### src/rtl/equity_curve_performance_stats_core_assert.svh
// assertion macros for the equity curve statistics core
// no dependencies; included by the top level only
`ifndef EQUITY_CURVE_PERFORMANCE_STATS_CORE_ASSERT_SVH
`define EQUITY_CURVE_PERFORMANCE_STATS_CORE_ASSERT_SVH
`ifndef SYNTH
`define ECPS_ASSERT_IMP(label, clk, rstn, ante, cons) \
label: assert property (@(posedge clk) disable iff (!rstn) (ante) |-> (cons)) \
	else $error("ecps assertion failed");
`define ECPS_ASSERT_NXT(label, clk, rstn, ante, cons) \
label: assert property (@(posedge clk) disable iff (!rstn) (ante) |=> (cons)) \
	else $error("ecps assertion failed");
`else
`define ECPS_ASSERT_IMP(label, clk, rstn, ante, cons)
`define ECPS_ASSERT_NXT(label, clk, rstn, ante, cons)
`endif
`endif

### src/rtl/ecps_pkg.sv
// shared types and constants of the equity curve statistics core
// no dependencies
package ecps_pkg;

	localparam logic [31:0] CAP_POS    = 32'h7FFF_FFFF;
	localparam logic [31:0] CAP_NEG    = 32'h8000_0000;
	localparam logic [33:0] VAR_CAP    = 34'h3_FFFF_FFFF;
	localparam logic [24:0] ANNUAL_Q16 = 25'd20545301;

	localparam logic [1:0] CFG_STARTING_CASH   = 2'd0;
	localparam logic [1:0] CFG_REALIZED_PROFIT = 2'd1;
	localparam logic [1:0] CFG_TRADES_DONE     = 2'd2;

	typedef struct packed {
		logic        start;
		logic        long_mode;
		logic [79:0] dividend;
		logic [47:0] divisor;
		logic [31:0] cap;
	} div_req_t;

	typedef struct packed {
		logic        busy;
		logic        done;
		logic [47:0] quot;
	} div_rsp_t;

	typedef enum logic [4:0] {
		S_IDLE,
		S_RET_PREP,
		S_RET_DIV,
		S_RET_WAIT,
		S_PEAK,
		S_DD_DIV,
		S_DD_WAIT,
		S_TOT_PREP,
		S_TOT_DIV,
		S_TOT_WAIT,
		S_MEAN_DIV,
		S_MEAN_WAIT,
		S_VAR_ADDR,
		S_VAR_DIFF,
		S_VAR_MUL,
		S_VAR_ACC,
		S_VDIV,
		S_VDIV_WAIT,
		S_SQRT,
		S_SH_MUL,
		S_SH_DIV,
		S_SH_WAIT,
		S_AVG_DIV,
		S_AVG_WAIT,
		S_EMIT
	} seq_state_t;

endpackage

### src/rtl/ecps_divider.sv
// shared restoring divider, one quotient bit per cycle
// depends on ecps_pkg
module ecps_divider (
	input  logic              clk,
	input  logic              arst_n,
	input  ecps_pkg::div_req_t req,
	output ecps_pkg::div_rsp_t rsp
);
	import ecps_pkg::*;

	logic        busy_q, done_q;
	logic [5:0]  cnt_q;
	logic        long_q, sat_q;
	logic [47:0] rem_q, quot_q, div_q;
	logic [79:0] x_q;
	logic [31:0] cap_q;
	logic [48:0] trial;
	logic        ge;
	logic [47:0] rem_nx;
	logic [47:0] quot_out;

	assign trial  = {rem_q, x_q[79]};
	assign ge     = trial >= {1'b0, div_q};
	assign rem_nx = ge ? 48'(trial - {1'b0, div_q}) : trial[47:0];

	always_ff @(posedge clk or negedge arst_n) begin
		if (!arst_n) begin
			busy_q <= 1'b0;
			done_q <= 1'b0;
			cnt_q  <= '0;
		end else begin
			done_q <= 1'b0;
			if (req.start) begin
				busy_q <= 1'b1;
				cnt_q  <= req.long_mode ? 6'd48 : 6'd32;
			end else if (busy_q) begin
				cnt_q <= cnt_q - 6'd1;
				if (cnt_q == 6'd1) begin
					busy_q <= 1'b0;
					done_q <= 1'b1;
				end
			end
		end
	end

	always_ff @(posedge clk) begin
		if (req.start) begin
			long_q <= req.long_mode;
			cap_q  <= req.cap;
			div_q  <= req.divisor;
			quot_q <= '0;
			// quotient would not fit 32 bits: saturate
			sat_q  <= !req.long_mode && (req.dividend >= {req.divisor, 32'd0});
			if (req.long_mode) begin
				rem_q <= 48'(req.dividend[79:48]);
				x_q   <= req.dividend << 32;
			end else begin
				rem_q <= req.dividend[79:32];
				x_q   <= req.dividend << 48;
			end
		end else if (busy_q) begin
			rem_q  <= rem_nx;
			x_q    <= x_q << 1;
			quot_q <= {quot_q[46:0], ge};
		end
	end

	always_comb begin
		if (long_q) begin
			quot_out = quot_q;
		end else if (sat_q || quot_q > 48'(cap_q)) begin
			quot_out = 48'(cap_q);
		end else begin
			quot_out = quot_q;
		end
	end

	assign rsp.busy = busy_q;
	assign rsp.done = done_q;
	assign rsp.quot = quot_out;
endmodule

### config.mk
export PLATFORM = sky130hd
export DESIGN_NAME = ecps_divider
export DESIGN_NICKNAME = d
export VERILOG_FILES = /design/src/rtl/equity_curve_performance_stats_core_assert.svh /design/src/rtl/ecps_pkg.sv /design/src/rtl/ecps_divider.sv
export SDC_FILE = /design/constraint.sdc
export NUM_CORES = 1
export LEC_CHECK = 0
export ABC_AREA = 1
export BUFFER_PORTS_ARGS = -buffer_cell sky130_fd_sc_hd__buf_2
export CAP_MARGIN = 20
export CORE_ASPECT_RATIO = 1.1
export CORE_MARGIN = 2
export CORE_UTILIZATION = 49
export CTS_CLUSTER_DIAMETER = 100
export DETAILED_ROUTE_END_ITERATION = 10
export PLACE_DENSITY_LB_ADDON = 0.05
export SLEW_MARGIN = 20
export SYNTH_ARGS = -nofsm -noshare
export SYNTH_HDL_FRONTEND = slang
export SYNTH_SLANG_ARGS = --single-unit
### constraint.sdc
create_clock -name clk -period 5.45 [get_ports clk]
set_input_delay 1.09 -clock clk [delete_from_list [all_inputs] [get_ports clk]]
set_output_delay 1.09 -clock clk [all_outputs]
set_load 0.02 [all_outputs]
### Word-level counts from Yosys, hierarchy flattened

Index checks and enable logic that the tools add are counted.

| word-level totals | value |
|---|---|
| register bits | 266 |
| input port bits | 164 |
| word-level logic and storage cells | 38 |

| cells by class | value |
|---|---|
| $add $sub $neg | 2 |
| order comparisons | 3 |
| equality and inequality tests | 1 |
| mux-type cells | 18 |
| reductions and logical operators | 4 |

Operator list:

| kind | count |
|---|---|
| $mux W48 | 6 |
| $mux W80 | 3 |
| $ge A80 B80 Y1 | 1 |
| $ge A49 B48 Y1 | 1 |
| $gt A48 B32 Y1 | 1 |
| $sub A48 B48 Y48 | 1 |
| $mux W6 | 2 |
| $eq A6 B1 Y1 const B | 1 |
| $mux W1 | 6 |
| $sub A6 B1 Y6 const B | 1 |
| $mux W5 | 1 |
| $reduce_bool A2 Y1 | 1 |
| $logic_and A1 B1 Y1 | 1 |
| $logic_not A1 Y1 | 1 |
| $logic_or A1 B1 Y1 | 1 |

### Depth between registers and ports, before layout

| depth | value |
|---|---|
| word-level depth | 4 |
| gate-level depth with buffers | 18 |

### Least setup slack after synthesis

No wires, ideal clock.

| path | value |
|---|---|
| path kind | input-to-reg |
| start | input req[161] in the netlist's numbering |
| end | register rem_q[0] (enable) |
| arrival | 4042 ps |
| required time | 4951 ps |
| setup slack | 909 ps |
| cell stages on the path | 3 |
| path through | nor2_1 -> inv_2 -> clkbuf_1 |

| between the ends | value |
|---|---|
| cells in the longest elaborated chain, start to end | 1 |

RTL lines:

| item | line | source |
|---|---|---|
| start, declared | ecps_divider.sv:6 | `input ecps_pkg::div_req_t req,` |
| $reduce_bool A2 Y1 (no source line) | -- |  |
| end signal, assigned | ecps_divider.sv:55 | `rem_q <= 48'(req.dividend[79:48]);` |
| end signal, assigned | ecps_divider.sv:58 | `rem_q <= req.dividend[79:32];` |
| end signal, assigned | ecps_divider.sv:62 | `rem_q <= rem_nx;` |
| end, declared | ecps_divider.sv:14 | `logic [47:0] rem_q, quot_q, div_q;` |

Every way passes these cells.
A chain may end at the register's enable or synchronous reset.

==> results.yml <==
route:
  wl_per_cell_um: 17.3
  vias_per_cell: 5.25
  drc: 0
  routed_wirelength_um: 50200
  via_count: 15300
  drt_first_pass_iters: 5
  ant_nets: 0
  drt-initial-drc-count: 1203
clock_network:
  worstSkewPairLatency_ns: 0.54
  clock_path_buffers: 3
  cts_sinks: 234
  cts_tree: "yes"
  cts_root_buf: "clkbuf_16"
  numCtsBuffers: 26
  post-cts-setup-buffers: 0
  htree_levels: 1
  cts_resized: 0
  ctsHoldBuffers: 0
  clk_transition_reported_paths_ns: 0.06
flow_run:
  maxCapViolations: 0
global_route:
  grt_util_all_layers_pct: 27.9
  grt_first_pass_wirelength_um: 78100
  grt_pass1_vias: 14800
  grt_max_degree: 100
  antenna_found_initial: 13
  grt_overflow: 0
logic_synthesis:
  synth.avg_cell_area_um2: 7.34
  synth_top_area_share_pct: 32.2
  async_reset_ff_share_pct: 3.42
  synth_ff_type: "edfxtp_1"
  ys_seq_elements: 234
  synth_common_cells: "716 x nand2_1, 470 x inv_1, 178 x edfxtp_1"
  synth_edf_count: 178
  syn_nets: 2557
  synth.area.top_cells: "edfxtp_1 32%, nand2_1 16%, inv_1 11%"
  syn_inst: 2262
  synth.most_common_cell: "nand2_1"
  yosysSeqAreaShare_pct: 39.2
  ys_types: 41
  yosys_warnings: 0
  synth_largest_area_cell: "edfxtp_1"
  syn_area_um2: 16600
sta:
  timing.final.ws_setup_ns: 1.06
  slew_violations: 0
  fmax_mhz: 228
  grt_setup_unrepaired: "no"
  setup_viol: 0
  hold_viol: 0
  relSlewSlack_pct: 26.6
  min_period_ns: 4.39
  post-route-period-util_pct: 80.5
  finClkSkew_ns: 0.0113
  tightest_slew_ns: 1.10
  tns_ns: 0
  timing.hold.ws_ns: 0.388
die:
  die_y_um: 197
  start_util_pct: 49.9
  coreArea_um2: 33300
  die_area_um2: 35400
  ios: 214
  chipWidth_um: 180
  num_rows: 70
power:
  p_per_area_nw_per_um2: 421
  p_total_uw: 7940
  peakVddDrop_v: 0.000264
  leakage_uw: 0.00996
setup_path:
  worst_setup_path_end_kind: "output port"
  cpMaxStageDelayCell: "nand2_1"
  r2r_start: "rem_q[40]$_DFFE_PP_"
  r2r_slack_ns: 1.84
  cp.required_ns: 4.36
  cp.depth: 13
  crit_family: "simple AND/OR/NAND/NOR gates"
  path_cells: "inv_1, ha_1, nand2_1, nor2_1, nand4_1, nor3_1, nand4_1, nand2_1, nand2_1, nand2_1, nand2_1, nand2_1, buf_2"
  worstRegToRegCells: 12
  worst_setup_path_start_kind: "flip-flop"
  worstPathArrival_ns: 3.30
  worstPathBufferInverterCount: 2
  r2r-end: "rem_q[37]$_DFFE_PP_"
  cpPeakStageDelay_ns: 0.72
  path_max_fanout: 32
  cp_common_cell: "nand2_1"
  crit_type: "reg2out"
finish:
  fin_nets: 2743
  drive_above_1_share_pct: 11.9
  area_delta_synth_final_pct: 13.6
  finalNonFillerCells: 2907
run_status:
  status: "complete, no violations"
min_path:
  min_path_type: "in2async"
placed_design:
  gp_congestion: 0.960
  portBuffers: 213
  dp_cells: 2852
  dp_slack_ns: 1.60
  dp_hpwl_um: 39400
flip-flops by register name, summed over array words and instances, names as in the netlist:
name and flops:
busy_q 1, x_q 48, sat_q 1, done_q 1, quot_q 48, div_q 48
long_q 1, rem_q 48, cnt_q 6, cap_q 32
metrics by stage:
stage / utilization (%) / instance area (um^2)
floorplan: - / 16600
global placement: 54.0 / 18000
detailed placement: 54.0 / 18000
CTS: 56.6 / 18800
global route: 56.6 / 18800
finish: 56.7 / 18900
how the worst max path moves through the flow:
stage / endpoint / slack, ns / start
finish: rsp[23] / 1.06 / cap_q[31]$_DFFE_PP_
global route: rsp[1] / 0.68 / cap_q[31]$_DFFE_PP_
CTS: rsp[30] / 1.00 / cap_q[31]$_DFFE_PP_
detailed placement: rsp[23] / 1.60 / cap_q[31]$_DFFE_PP_
global placement: rsp[31] / 1.74 / cap_q[31]$_DFFE_PP_
floorplan: rem_q[0]$_DFFE_PP_ / 0.91 / req[161]
report_power, final:
part / switching [uW] / internal, uW
combinational: 2490 / 1270
clock: 715 / 1040
sequential: 142 / 2280
cell families (layout without fill, tap and decap cells):
group | after synthesis | count (layout) | share of synthesized area (%)
fa+ha+maj | 131 | 131 | 9.92
flops | 234 | 234 | 39.2
buf+inv | 544 | 750 | 12.8
simple gates | 1082 | 1082 | 27.7
xor+xnor | 22 | 22 | 1.16
compound gates | 249 | 249 | 9.22
other cells | 0 | 7 | 0
routing by layer:
metal | track usage, % | wire length [um]
met1 | 36.2 | 22000
met2 | 46.4 | 23200
met3 | 4.33 | 2700
met4 | 11.6 | 2110
met5 | 0 | 69
final cells by class:
type                       count  area, um^2
fill                        3321       14400
multi-input combinational   1484        7980
sequential                   234        6510
inverter                     479        1800
timing repair buffer         223        1160
clock buffer                  38         778
tap                          432         541
clock inverter                10        80.1
antenna                        7        17.5
cells in the final DEF, fill, tap and decap left out, drive strengths merged, types with 6 or more instances in the layout:
master / n
o22ai: 47
o21a: 6
a21oi: 82
buf: 223
clkbuf: 38
nand2: 721
nand3: 149
a22oi: 32
nand3b: 43
xnor2: 21
o21bai: 8
ha: 130
diode: 7
o211ai: 15
nor2: 118
inv: 480
o21ai: 41
dfrtp: 8
edfxtp: 178
clkinv: 8
dfxtp: 48
o221ai: 17
nor3: 13
nor4: 6
nand4: 26
Power figures use the tool's default switching activity.
